[src/abm_pkg.sv]
// abm_pkg: shared word types, request and error codes, queue sizing
// for the adjacency bit matrix block
// no dependencies
package abm_pkg;

    // field widths fixed by the request and result words
    localparam int NODE_W   = 4;
    localparam int REQ_W    = 3;
    localparam int COUNT_W  = 9;
    localparam int ERR_W    = 2;
    localparam int NCOUNT_W = 5;

    // configuration port
    localparam int ADDR_W = 3;
    localparam int DATA_W = 32;
    localparam logic REG_NODE_COUNT = 1'b0;

    // saturation value of count_value
    localparam logic [COUNT_W-1:0] COUNT_MAX = '1;

    // command queue between front and back (depth is a power of two)
    localparam int QUEUE_DEPTH = 2;
    localparam int QPTR_W      = $clog2(QUEUE_DEPTH);
    localparam int QCNT_W      = $clog2(QUEUE_DEPTH + 1);

    // request codes
    localparam logic [REQ_W-1:0] REQ_QUERY      = 3'd0;
    localparam logic [REQ_W-1:0] REQ_ADD        = 3'd1;
    localparam logic [REQ_W-1:0] REQ_REMOVE     = 3'd2;
    localparam logic [REQ_W-1:0] REQ_OUT_DEG    = 3'd3;
    localparam logic [REQ_W-1:0] REQ_IN_DEG     = 3'd4;
    localparam logic [REQ_W-1:0] REQ_DISCONNECT = 3'd5;
    localparam logic [REQ_W-1:0] REQ_EDGE_COUNT = 3'd6;

    // error codes
    localparam logic [ERR_W-1:0] ERR_OK     = 2'd0;
    localparam logic [ERR_W-1:0] ERR_RANGE  = 2'd1;
    localparam logic [ERR_W-1:0] ERR_ABSENT = 2'd2;

    typedef struct packed {
        logic [REQ_W-1:0]  req_type;
        logic [NODE_W-1:0] node_a;
        logic [NODE_W-1:0] node_b;
    } req_word_t;

    typedef struct packed {
        logic               edge_present;
        logic [COUNT_W-1:0] count_value;
        logic [ERR_W-1:0]   error_code;
    } rsp_word_t;

    // classified operation handed from front to back
    typedef enum logic [2:0] {
        OP_QUERY,
        OP_ADD,
        OP_REMOVE,
        OP_OUT_DEG,
        OP_IN_DEG,
        OP_DISCONNECT,
        OP_EDGE_COUNT,
        OP_REPLY
    } cmd_op_t;

    typedef struct packed {
        cmd_op_t           op;
        logic [NODE_W-1:0] node_a;
        logic [NODE_W-1:0] node_b;
        logic [ERR_W-1:0]  err;
    } cmd_t;

endpackage

[src/abm_ram.sv]
// abm_ram: generic simple dual-port ram with registered read
// one write port and one read port, no dependencies
module abm_ram #(
    parameter int WIDTH = 16,
    parameter int DEPTH = 16
) (
    input  logic                     clk,
    input  logic                     wr_en,
    input  logic [$clog2(DEPTH)-1:0] wr_addr,
    input  logic [WIDTH-1:0]         wr_data,
    input  logic                     rd_en,
    input  logic [$clog2(DEPTH)-1:0] rd_addr,
    output logic [WIDTH-1:0]         rd_data
);

    logic [WIDTH-1:0] mem_reg [DEPTH];
    logic [WIDTH-1:0] rd_data_reg;

    // write port and registered read port
    always_ff @(posedge clk)
    begin
        if (wr_en)
        begin
            mem_reg[wr_addr] <= wr_data;
        end
        if (rd_en)
        begin
            rd_data_reg <= mem_reg[rd_addr];
        end
    end

    assign rd_data = rd_data_reg;

endmodule

[src/abm_front.sv]
// abm_front: accepts request words and classifies them into commands
// range checks against the active node bound; uses abm_pkg
module abm_front
    import abm_pkg::*;
#(
    parameter int MAX_NODES = 16
) (
    input  logic                               in_valid,
    output logic                               in_ready,
    input  req_word_t                          in_word,
    input  logic [$clog2(MAX_NODES+1)-1:0]     bound,
    output logic                               push_valid,
    input  logic                               push_ready,
    output cmd_t                               push_cmd
);

    localparam int BND_W = $clog2(MAX_NODES + 1);
    localparam int CMP_W = BND_W + NODE_W;

    logic    a_ok;
    logic    b_ok;
    logic    need_a;
    logic    need_b;
    cmd_op_t op;

    // node range checks
    assign a_ok = CMP_W'(in_word.node_a) < CMP_W'(bound);
    assign b_ok = CMP_W'(in_word.node_b) < CMP_W'(bound);

    // decode request type
    always_comb
    begin
        need_a = 1'b0;
        need_b = 1'b0;
        op     = OP_REPLY;
        case (in_word.req_type)
            REQ_QUERY:
            begin
                op     = OP_QUERY;
                need_a = 1'b1;
                need_b = 1'b1;
            end
            REQ_ADD:
            begin
                op     = OP_ADD;
                need_a = 1'b1;
                need_b = 1'b1;
            end
            REQ_REMOVE:
            begin
                op     = OP_REMOVE;
                need_a = 1'b1;
                need_b = 1'b1;
            end
            REQ_OUT_DEG:
            begin
                op     = OP_OUT_DEG;
                need_a = 1'b1;
            end
            REQ_IN_DEG:
            begin
                op     = OP_IN_DEG;
                need_a = 1'b1;
            end
            REQ_DISCONNECT:
            begin
                op     = OP_DISCONNECT;
                need_a = 1'b1;
            end
            REQ_EDGE_COUNT:
            begin
                op = OP_EDGE_COUNT;
            end
            default:
            begin
                op = OP_REPLY;
            end
        endcase
    end

    // out-of-range nodes turn into an immediate error reply
    always_comb
    begin
        push_cmd.node_a = in_word.node_a;
        push_cmd.node_b = in_word.node_b;
        if ((need_a && !a_ok) || (need_b && !b_ok))
        begin
            push_cmd.op  = OP_REPLY;
            push_cmd.err = ERR_RANGE;
        end
        else
        begin
            push_cmd.op  = op;
            push_cmd.err = ERR_OK;
        end
    end

    assign push_valid = in_valid;
    assign in_ready   = push_ready;

endmodule

[src/abm_queue.sv]
// abm_queue: short command fifo between front and back
// uses abm_pkg for the command type and depth
module abm_queue
    import abm_pkg::*;
(
    input  logic clk,
    input  logic rst_n,
    input  logic push_valid,
    output logic push_ready,
    input  cmd_t push_cmd,
    output logic pop_valid,
    input  logic pop_ready,
    output cmd_t pop_cmd
);

    cmd_t              entry_reg [QUEUE_DEPTH];
    logic [QPTR_W-1:0] wr_ptr_reg;
    logic [QPTR_W-1:0] wr_ptr_next;
    logic [QPTR_W-1:0] rd_ptr_reg;
    logic [QPTR_W-1:0] rd_ptr_next;
    logic [QCNT_W-1:0] fill_reg;
    logic [QCNT_W-1:0] fill_next;
    logic              do_push;
    logic              do_pop;

    assign push_ready = fill_reg != QCNT_W'(QUEUE_DEPTH);
    assign pop_valid  = fill_reg != '0;
    assign pop_cmd    = entry_reg[rd_ptr_reg];
    assign do_push    = push_valid && push_ready;
    assign do_pop     = pop_valid && pop_ready;

    // pointer and fill bookkeeping
    always_comb
    begin
        wr_ptr_next = do_push ? wr_ptr_reg + 1'b1 : wr_ptr_reg;
        rd_ptr_next = do_pop ? rd_ptr_reg + 1'b1 : rd_ptr_reg;
        fill_next   = fill_reg;
        if (do_push && !do_pop)
        begin
            fill_next = fill_reg + 1'b1;
        end
        else if (do_pop && !do_push)
        begin
            fill_next = fill_reg - 1'b1;
        end
    end

    always_ff @(posedge clk or negedge rst_n)
    begin
        if (!rst_n)
        begin
            wr_ptr_reg <= '0;
            rd_ptr_reg <= '0;
            fill_reg   <= '0;
        end
        else
        begin
            wr_ptr_reg <= wr_ptr_next;
            rd_ptr_reg <= rd_ptr_next;
            fill_reg   <= fill_next;
        end
    end

    // entry storage
    always_ff @(posedge clk)
    begin
        if (do_push)
        begin
            entry_reg[wr_ptr_reg] <= push_cmd;
        end
    end

endmodule

[src/abm_back.sv]
// abm_back: executes commands against the row memory and holds the result word
// uses abm_pkg and abm_ram
module abm_back
    import abm_pkg::*;
#(
    parameter int MAX_NODES = 16
) (
    input  logic                           clk,
    input  logic                           rst_n,
    input  logic [$clog2(MAX_NODES+1)-1:0] bound,
    input  logic                           pop_valid,
    output logic                           pop_ready,
    input  cmd_t                           pop_cmd,
    output logic                           out_valid,
    input  logic                           out_ready,
    output rsp_word_t                      out_word
);

    localparam int IDX_W   = $clog2(MAX_NODES);
    localparam int BND_W   = $clog2(MAX_NODES + 1);
    localparam int ROWC_W  = $clog2(MAX_NODES + 1);
    localparam int TOT_W   = $clog2(MAX_NODES * MAX_NODES + 1);
    localparam int SAT_W   = (TOT_W > COUNT_W) ? TOT_W : COUNT_W;

    typedef enum logic [1:0] {
        S_IDLE,
        S_READ,
        S_WALK,
        S_DONE
    } state_t;

    state_t                 state_reg;
    state_t                 state_next;
    cmd_t                   cmd_reg;
    cmd_t                   cmd_next;
    logic [IDX_W-1:0]       idx_reg;
    logic [IDX_W-1:0]       idx_next;
    logic [TOT_W-1:0]       cnt_reg;
    logic [TOT_W-1:0]       cnt_next;
    logic [TOT_W-1:0]       total_reg;
    logic [TOT_W-1:0]       total_next;
    logic [MAX_NODES-1:0]   row_valid_reg;
    logic [MAX_NODES-1:0]   row_valid_next;
    logic                   rd_valid_reg;
    logic                   rd_valid_next;
    rsp_word_t              res_reg;
    rsp_word_t              res_next;
    logic                   out_valid_reg;
    logic                   out_valid_next;
    rsp_word_t              out_word_reg;
    rsp_word_t              out_word_next;

    logic                   wr_en;
    logic [IDX_W-1:0]       wr_addr;
    logic [MAX_NODES-1:0]   wr_data;
    logic                   rd_en;
    logic [IDX_W-1:0]       rd_addr;
    logic [MAX_NODES-1:0]   ram_q;
    logic [MAX_NODES-1:0]   row_data;
    logic [MAX_NODES-1:0]   mask;
    logic [MAX_NODES-1:0]   b_bit;
    logic [MAX_NODES-1:0]   a_bit;
    logic [IDX_W-1:0]       a_idx;
    logic [IDX_W-1:0]       b_idx;
    logic [TOT_W-1:0]       cnt_sum;
    logic                   walk_last;
    logic                   out_take;

    function automatic logic [IDX_W-1:0] node_idx(input logic [NODE_W-1:0] n);
        logic [IDX_W+NODE_W-1:0] w;
        w = (IDX_W + NODE_W)'(n);
        return w[IDX_W-1:0];
    endfunction

    function automatic logic [ROWC_W-1:0] pop_count(input logic [MAX_NODES-1:0] v);
        logic [ROWC_W-1:0] s;
        s = '0;
        for (int j = 0; j < MAX_NODES; j++)
        begin
            s = s + ROWC_W'(v[j]);
        end
        return s;
    endfunction

    function automatic logic [COUNT_W-1:0] sat_count(input logic [TOT_W-1:0] v);
        logic [SAT_W-1:0] w;
        w = SAT_W'(v);
        if (w > SAT_W'(COUNT_MAX))
        begin
            return COUNT_MAX;
        end
        return w[COUNT_W-1:0];
    endfunction

    // row memory
    abm_ram #(
        .WIDTH (MAX_NODES),
        .DEPTH (MAX_NODES)
    ) u_rows (
        .clk     (clk),
        .wr_en   (wr_en),
        .wr_addr (wr_addr),
        .wr_data (wr_data),
        .rd_en   (rd_en),
        .rd_addr (rd_addr),
        .rd_data (ram_q)
    );

    // rows never written read as empty
    assign row_data = rd_valid_reg ? ram_q : '0;

    // columns below the active bound
    always_comb
    begin
        for (int j = 0; j < MAX_NODES; j++)
        begin
            mask[j] = BND_W'(j) < bound;
        end
    end

    assign a_idx     = node_idx(cmd_reg.node_a);
    assign b_idx     = node_idx(cmd_reg.node_b);
    assign a_bit     = MAX_NODES'(1) << a_idx;
    assign b_bit     = MAX_NODES'(1) << b_idx;
    assign walk_last = (BND_W'(idx_reg) + BND_W'(1)) >= bound;
    assign out_take  = out_valid_reg && out_ready;

    // per-row step of the in-degree and disconnect walks
    always_comb
    begin
        cnt_sum = cnt_reg;
        if (cmd_reg.op == OP_IN_DEG)
        begin
            cnt_sum = cnt_reg + TOT_W'(row_data[a_idx]);
        end
        else if (idx_reg == a_idx)
        begin
            cnt_sum = cnt_reg + TOT_W'(pop_count(row_data & mask));
        end
        else
        begin
            cnt_sum = cnt_reg + TOT_W'(row_data[a_idx]);
        end
    end

    // sequencer
    always_comb
    begin
        state_next     = state_reg;
        cmd_next       = cmd_reg;
        idx_next       = idx_reg;
        cnt_next       = cnt_reg;
        total_next     = total_reg;
        res_next       = res_reg;
        out_valid_next = out_take ? 1'b0 : out_valid_reg;
        out_word_next  = out_word_reg;
        pop_ready      = 1'b0;
        rd_en          = 1'b0;
        rd_addr        = a_idx;
        wr_en          = 1'b0;
        wr_addr        = a_idx;
        wr_data        = row_data;

        case (state_reg)
            S_IDLE:
            begin
                pop_ready = 1'b1;
                if (pop_valid)
                begin
                    cmd_next            = pop_cmd;
                    cnt_next            = '0;
                    idx_next            = '0;
                    res_next            = '0;
                    res_next.error_code = pop_cmd.err;
                    case (pop_cmd.op)
                        OP_QUERY, OP_ADD, OP_REMOVE, OP_OUT_DEG:
                        begin
                            rd_en      = 1'b1;
                            rd_addr    = node_idx(pop_cmd.node_a);
                            state_next = S_READ;
                        end
                        OP_IN_DEG, OP_DISCONNECT:
                        begin
                            rd_en      = 1'b1;
                            rd_addr    = '0;
                            state_next = S_WALK;
                        end
                        OP_EDGE_COUNT:
                        begin
                            res_next.count_value = sat_count(total_reg);
                            state_next           = S_DONE;
                        end
                        default:
                        begin
                            state_next = S_DONE;
                        end
                    endcase
                end
            end

            S_READ:
            begin
                state_next = S_DONE;
                case (cmd_reg.op)
                    OP_QUERY:
                    begin
                        res_next.edge_present = row_data[b_idx];
                    end
                    OP_ADD:
                    begin
                        if (!row_data[b_idx])
                        begin
                            wr_en      = 1'b1;
                            wr_data    = row_data | b_bit;
                            total_next = total_reg + 1'b1;
                        end
                    end
                    OP_REMOVE:
                    begin
                        if (row_data[b_idx])
                        begin
                            wr_en      = 1'b1;
                            wr_data    = row_data & ~b_bit;
                            total_next = total_reg - 1'b1;
                        end
                        else
                        begin
                            res_next.error_code = ERR_ABSENT;
                        end
                    end
                    OP_OUT_DEG:
                    begin
                        res_next.count_value = sat_count(TOT_W'(pop_count(row_data & mask)));
                    end
                    default:
                    begin
                        res_next = res_reg;
                    end
                endcase
            end

            S_WALK:
            begin
                cnt_next = cnt_sum;
                // disconnect rewrites the current row while the next one is read
                if (cmd_reg.op == OP_DISCONNECT)
                begin
                    wr_en   = 1'b1;
                    wr_addr = idx_reg;
                    if (idx_reg == a_idx)
                    begin
                        wr_data = row_data & ~mask;
                    end
                    else
                    begin
                        wr_data = row_data & ~a_bit;
                    end
                end
                if (walk_last)
                begin
                    state_next = S_DONE;
                    if (cmd_reg.op == OP_DISCONNECT)
                    begin
                        total_next = total_reg - cnt_sum;
                    end
                    else
                    begin
                        res_next.count_value = sat_count(cnt_sum);
                    end
                end
                else
                begin
                    rd_en    = 1'b1;
                    rd_addr  = idx_reg + 1'b1;
                    idx_next = idx_reg + 1'b1;
                end
            end

            S_DONE:
            begin
                if (!out_valid_reg || out_take)
                begin
                    out_word_next  = res_reg;
                    out_valid_next = 1'b1;
                    state_next     = S_IDLE;
                end
            end

            default:
            begin
                state_next = S_IDLE;
            end
        endcase
    end

    // row valid bits follow the writes, read valid follows the reads
    always_comb
    begin
        row_valid_next = row_valid_reg;
        if (wr_en)
        begin
            row_valid_next[wr_addr] = 1'b1;
        end
        rd_valid_next = rd_en ? row_valid_reg[rd_addr] : rd_valid_reg;
    end

    always_ff @(posedge clk or negedge rst_n)
    begin
        if (!rst_n)
        begin
            state_reg     <= S_IDLE;
            cmd_reg       <= '0;
            idx_reg       <= '0;
            cnt_reg       <= '0;
            total_reg     <= '0;
            row_valid_reg <= '0;
            rd_valid_reg  <= 1'b0;
            res_reg       <= '0;
            out_valid_reg <= 1'b0;
            out_word_reg  <= '0;
        end
        else
        begin
            state_reg     <= state_next;
            cmd_reg       <= cmd_next;
            idx_reg       <= idx_next;
            cnt_reg       <= cnt_next;
            total_reg     <= total_next;
            row_valid_reg <= row_valid_next;
            rd_valid_reg  <= rd_valid_next;
            res_reg       <= res_next;
            out_valid_reg <= out_valid_next;
            out_word_reg  <= out_word_next;
        end
    end

    assign out_valid = out_valid_reg;
    assign out_word  = out_word_reg;

endmodule

[src/adjacency_bit_matrix_top.sv]
// Directed-graph adjacency matrix of single-bit entries for up to MAX_NODES
// nodes, cleared at reset. A request word names an operation (query, add,
// remove, out-degree, in-degree, disconnect, edge count) and one or two
// nodes; each request gives exactly one result word. Nodes at or above the
// active bound, min(node_count, MAX_NODES), are answered with a range error.
// Requests are classified and queued in front of an execution unit, so up to
// two requests are taken while one is being worked on. The execution unit
// handles one request at a time: edge count and errors need no row read,
// query, add, remove and out-degree need one row read, and in-degree and
// disconnect walk the row memory one row per cycle through its single read
// port. The result word sits in an output register while the next request
// starts. No clearing pass is needed after reset: per-row valid bits make
// unwritten rows read as empty.
// top level: uses abm_pkg, abm_front, abm_queue, abm_back, abm_ram
module adjacency_bit_matrix_top
    import abm_pkg::*;
#(
    parameter int MAX_NODES = 16
) (
    input  logic              clk,
    input  logic              rst_n,
    input  logic              in_valid,
    output logic              in_ready,
    input  req_word_t         in_word,
    output logic              out_valid,
    input  logic              out_ready,
    output rsp_word_t         out_word,
    input  logic              psel,
    input  logic              penable,
    input  logic              pwrite,
    input  logic [ADDR_W-1:0] paddr,
    input  logic [DATA_W-1:0] pwdata,
    output logic [DATA_W-1:0] prdata,
    output logic              pready
);

    localparam int BND_W = $clog2(MAX_NODES + 1);
    localparam int CMP_W = (BND_W > NCOUNT_W) ? BND_W : NCOUNT_W;

    logic [NCOUNT_W-1:0] node_count_reg;
    logic [NCOUNT_W-1:0] node_count_next;
    logic [BND_W-1:0]    bound;
    logic                push_valid;
    logic                push_ready;
    cmd_t                push_cmd;
    logic                pop_valid;
    logic                pop_ready;
    cmd_t                pop_cmd;
    logic                reg_sel;

    // configuration register
    assign pready  = 1'b1;
    assign reg_sel = paddr[ADDR_W-1] == REG_NODE_COUNT;

    always_comb
    begin
        node_count_next = node_count_reg;
        if (psel && penable && pwrite && reg_sel)
        begin
            node_count_next = pwdata[NCOUNT_W-1:0];
        end
    end

    always_ff @(posedge clk or negedge rst_n)
    begin
        if (!rst_n)
        begin
            node_count_reg <= '0;
        end
        else
        begin
            node_count_reg <= node_count_next;
        end
    end

    assign prdata = reg_sel ? DATA_W'(node_count_reg) : '0;

    // active node bound
    assign bound = (CMP_W'(node_count_reg) > CMP_W'(MAX_NODES))
                   ? BND_W'(MAX_NODES) : BND_W'(node_count_reg);

    abm_front #(
        .MAX_NODES (MAX_NODES)
    ) u_front (
        .in_valid   (in_valid),
        .in_ready   (in_ready),
        .in_word    (in_word),
        .bound      (bound),
        .push_valid (push_valid),
        .push_ready (push_ready),
        .push_cmd   (push_cmd)
    );

    abm_queue u_queue (
        .clk        (clk),
        .rst_n      (rst_n),
        .push_valid (push_valid),
        .push_ready (push_ready),
        .push_cmd   (push_cmd),
        .pop_valid  (pop_valid),
        .pop_ready  (pop_ready),
        .pop_cmd    (pop_cmd)
    );

    abm_back #(
        .MAX_NODES (MAX_NODES)
    ) u_back (
        .clk       (clk),
        .rst_n     (rst_n),
        .bound     (bound),
        .pop_valid (pop_valid),
        .pop_ready (pop_ready),
        .pop_cmd   (pop_cmd),
        .out_valid (out_valid),
        .out_ready (out_ready),
        .out_word  (out_word)
    );

endmodule

[config.mk]
export PLATFORM = sky130hd
export DESIGN_NAME = adjacency_bit_matrix_top
export DESIGN_NICKNAME = d
export VERILOG_FILES = /design/src/abm_pkg.sv /design/src/abm_ram.sv /design/src/abm_front.sv /design/src/abm_queue.sv /design/src/abm_back.sv /design/src/adjacency_bit_matrix_top.sv
export SDC_FILE = /design/constraint.sdc
export NUM_CORES = 1
export LEC_CHECK = 0
export ABC_AREA = 1
export BUFFER_PORTS_ARGS = -buffer_cell sky130_fd_sc_hd__buf_4
export CAP_MARGIN = 20
export CORE_AREA = 10 10 208 210
export CTS_BUF_LIST = sky130_fd_sc_hd__clkbuf_8
export CTS_CLUSTER_DIAMETER = 50
export DETAILED_ROUTE_END_ITERATION = 7
export DIE_AREA = 0 0 218 220
export MAX_ROUTING_LAYER = met4
export PLACE_DENSITY = 0.79
export SLEW_MARGIN = 40
export SYNTH_ARGS = -nofsm -noshare
export SYNTH_HDL_FRONTEND = slang
export SYNTH_SLANG_ARGS = --single-unit
[constraint.sdc]
create_clock -name clk -period 7.3 [get_ports clk]
set_clock_uncertainty 0.15 [all_clocks]
set_input_delay 0.365 -clock clk [delete_from_list [all_inputs] [get_ports clk]]
set_output_delay 0.365 -clock clk [all_outputs]
set_load 0.01 [all_outputs]
==> reports/results.tsv <==
stage	metric	value	unit
detailed_routing	DRC viols	0	
hold_path	worst hold path type	primary input to flop	
logic_synthesis	number of synthesized flops with an enable pin	296	
timing	Worst Tran Pin Value	881	ps
finish	final core utilization	0.543	
logic_synthesis	Commonest cells post-synth	edfxtp_1, nand2_1, inv_1, o21ai_0, a21oi_1	
placed_design	HPWL after detailed placement	31.9	mm
detailed_routing	WL per Instance	19.5	µm
grt	overall routing resource usage	0.211	
timing	post-route worst setup slack	314	ps
placed_design	pre-CTS setup slack	45.5	ps
critical_path	worst-path fanout max	6	
grt	antenna violations before repair	1	
critical_path	Max stage delay on crit path	530	ps
cts	worst skew pair latency	670	ps
critical_path	Setup crit start kind	flop	
critical_path	critical path arrival	7360	ps
floorplan	core box area	39300	µm²
timing	Final setup viols	0	
timing	hold_ws	81.0	ps
cts	Worst-path clk slew	60	ps
critical_path	Worst Setup Path Type	flop to flop	
logic_synthesis	yosys warns	0	
floorplan	DIE AREA	48000	µm²
floorplan	Die Y	220	µm
logic_synthesis	prevailing post-synth register cell	edfxtp_1	
power_and_ir_drop	Leak Pwr	0.00855	µW
detailed_routing	DRT iter0 DRCs	1591	
logic_synthesis	Synth cell types	46	
finish	max reg flops	256	
logic_synthesis	number of synthesized register bits	382	
critical_path	reg2reg start	node_count_reg[2]	
grt	first-pass GRT wire length	77.6	mm
grt	number of global-route vias before repair	14452	
logic_synthesis	top cells by area, synth	edfxtp_1, dfrtp_1, nand2_1, inv_1, o21ai_0	
logic_synthesis	async set-reset flop share out of synthesis	0.225	
finish	multi-input logic area	6590	µm²
logic_synthesis	average size of a mapped cell	9.98	µm²
cts	CTS tree	built	
timing	period utilisation layout	0.957	
detailed_routing	first drt pass iteration count	6	
detailed_routing	Detailed Route WL	49.8	mm
timing	Max-slew headroom	0.411	
power_and_ir_drop	clock share of power	0.171	
power_and_ir_drop	combinational cell fraction of total power	0.519	
logic_synthesis	area share of the leading cell type in the synthesized netlist	0.470	
floorplan	num ports	100	
timing	fmax	143	MHz
critical_path	crit-path most repeated cell	nand2_1	
floorplan	Initial Util	0.482	
placed_design	port bufs	42	
logic_synthesis	most common cell in the netlist	edfxtp_1	
logic_synthesis	Cell Area, Synth	18900	µm²
hold_path	hold wc startpoint	pwrite	
detailed_routing	drt via density	5.70	
logic_synthesis	sequential area share after synthesis	0.583	
cts	CTS Sinks	382	
power_and_ir_drop	P per Cell Area	486	nW/µm²
status	outcome	complete, no violations	
grt	grt total ovfl	0	
detailed_routing	Post-DRT Antenna Nets	0	
power_and_ir_drop	sw power	4820	µW
finish	layout filler cell count	3318	
placed_design	GPL Wtd Cong	0.982	
power_and_ir_drop	sequential share of power	0.310	
floorplan	Die Width	218	µm
finish	Syn-to-layout area delta	12.7	%
critical_path	CP endpoint kind	flop	
logic_synthesis	Yosys top cell by area	edfxtp_1	
run	Max-cap violations	0	
cts	CTS max path bufs	3	
power_and_ir_drop	Pint	5550	µW
critical_path	Setup crit start	node_count_reg[2]	
timing	setup_tns	0	ps
finish	Final #Nets	2079	
timing	Final min period	6990	ps
power_and_ir_drop	Max IR drop VDD	0.337	mV
critical_path	Req. time, crit path	7670	ps
finish	sequential standard cell area	11000	µm²
cts	H-tree depth	2	
finish	share of cells above drive strength 1	0.117	
floorplan	std cell rows	73	
logic_synthesis	Cells after Synth	1897	
cts	TritonCTS Buffers	60	
detailed_routing	DR vias	14542	
critical_path	Critical-path top delay cell	fa_1	
timing	Fin. Hold Viols	0	
cts	CTS root buf	clkbuf_8	
power_and_ir_drop	switching share of total power	0.464	
timing	final max-slew violation count	0	
grt	largest net degree at the start of global routing	111	
[logic make-up (layout without fill, tap and decap cells)]
| group | count (synthesis) | after routing | share of synthesized area |
|---|---|---|---|
| AOI/OAI and AO/OA | 531 | 531 | 0.161 |
| and+or+nand+nor | 530 | 530 | 0.119 |
| DFF | 382 | 382 | 0.583 |
| buffers and inverters | 369 | 470 | 0.0820 |
| adders and majority gates | 50 | 50 | 0.0378 |
| xor gates and xnor gates | 26 | 26 | 0.0120 |
| muxes | 7 | 7 | 0.00390 |
| other | 2 | 29 | 0.000397 |
[cells in the final DEF, fill, tap and decap left out, drive strengths merged, types with 21 or more instances in the layout]
master,instances
a31oi,35
nor2,103
clkinv,25
nor3,21
dfrtp,86
conb,28
clkbuf,68
o21ai,206
ha,38
edfxtp,296
nand3,126
inv,257
buf,96
o211ai,94
nand2,266
a21oi,161
[path summary, 6_finish.rpt]
kind / to / slack (ps) / depth (start not counted)
worst max-delay path: u_back.total_reg[8] / 310 / 35
worst min-delay path: node_count_reg[1] / 80 / 3
worst max register to register: u_back.total_reg[8] / 310 / 35
worst min register to register: u_back.row_valid_reg[1] / 310 / 2
max in group asynchronous: u_back.total_reg[6] / 6290 / 2
min in group asynchronous: u_queue.wr_ptr_reg / 210 / 2
[power by group through the flow]
stage / registers (µW) / logic, µW / clock network (µW)
3_5_place_dp: 3240 / 5200 / 0
6_report: 3210 / 5390 / 1770
2_1_floorplan: 3140 / 3730 / 0
4_1_cts: 3200 / 5230 / 1800
5_1_grt: 3240 / 5960 / 1900
3_3_place_gp: 3240 / 4990 / 0
[timing repair]
action                                  CTS  global route
endpoints found under the setup margin    0             4
buffers inserted                          0             3
endpoints found under the hold margin   115             0
gates resized for setup                   0            26
hold buffers                             19             0
[stage by stage]
stage	instances	cell area [µm²]	total power [µW]
after CTS	2546	21200	10200
final	2550	21300	10400
after floorplan	1923	19000	6870
after detailed placement	2417	19800	8440
after global placement	2416	19800	8220
after global routing	2550	21300	11100
[layout make-up]
class,instances,area share
diodes,1,0.000117
clock buffers,67,0.0432
clock inverters,43,0.0126
inverters,244,0.0429
multi-input cells,1172,0.309
flip-flops and latches,382,0.518
well taps,525,0.0308
repair buffers,116,0.0439
[worst max-delay path: cells and delay by family, from the launching register on]
family                   cells  cell delay (ps)
flip-flops                   1              400
AO/OA/AOI/OAI                6              950
XOR/XNOR                     2              300
adder cells (fa/ha/maj)      9             3610
buffers and inverters        6              580
AND/OR/NAND/NOR             12              860
[per-layer routing]
| metal | vias up | GRT usage | wire length (µm) |
|---|---|---|---|
| li1 | 6741 | - | - |
| met3 | 127 | 0.0329 | 4480 |
| met4 | 0 | 0.0965 | 1930 |
| met2 | 688 | 0.338 | 23600 |
| met1 | 6986 | 0.262 | 19800 |
| met5 | - | - | 0 |
No activity file was read; power rests on OpenSTA's default activity.
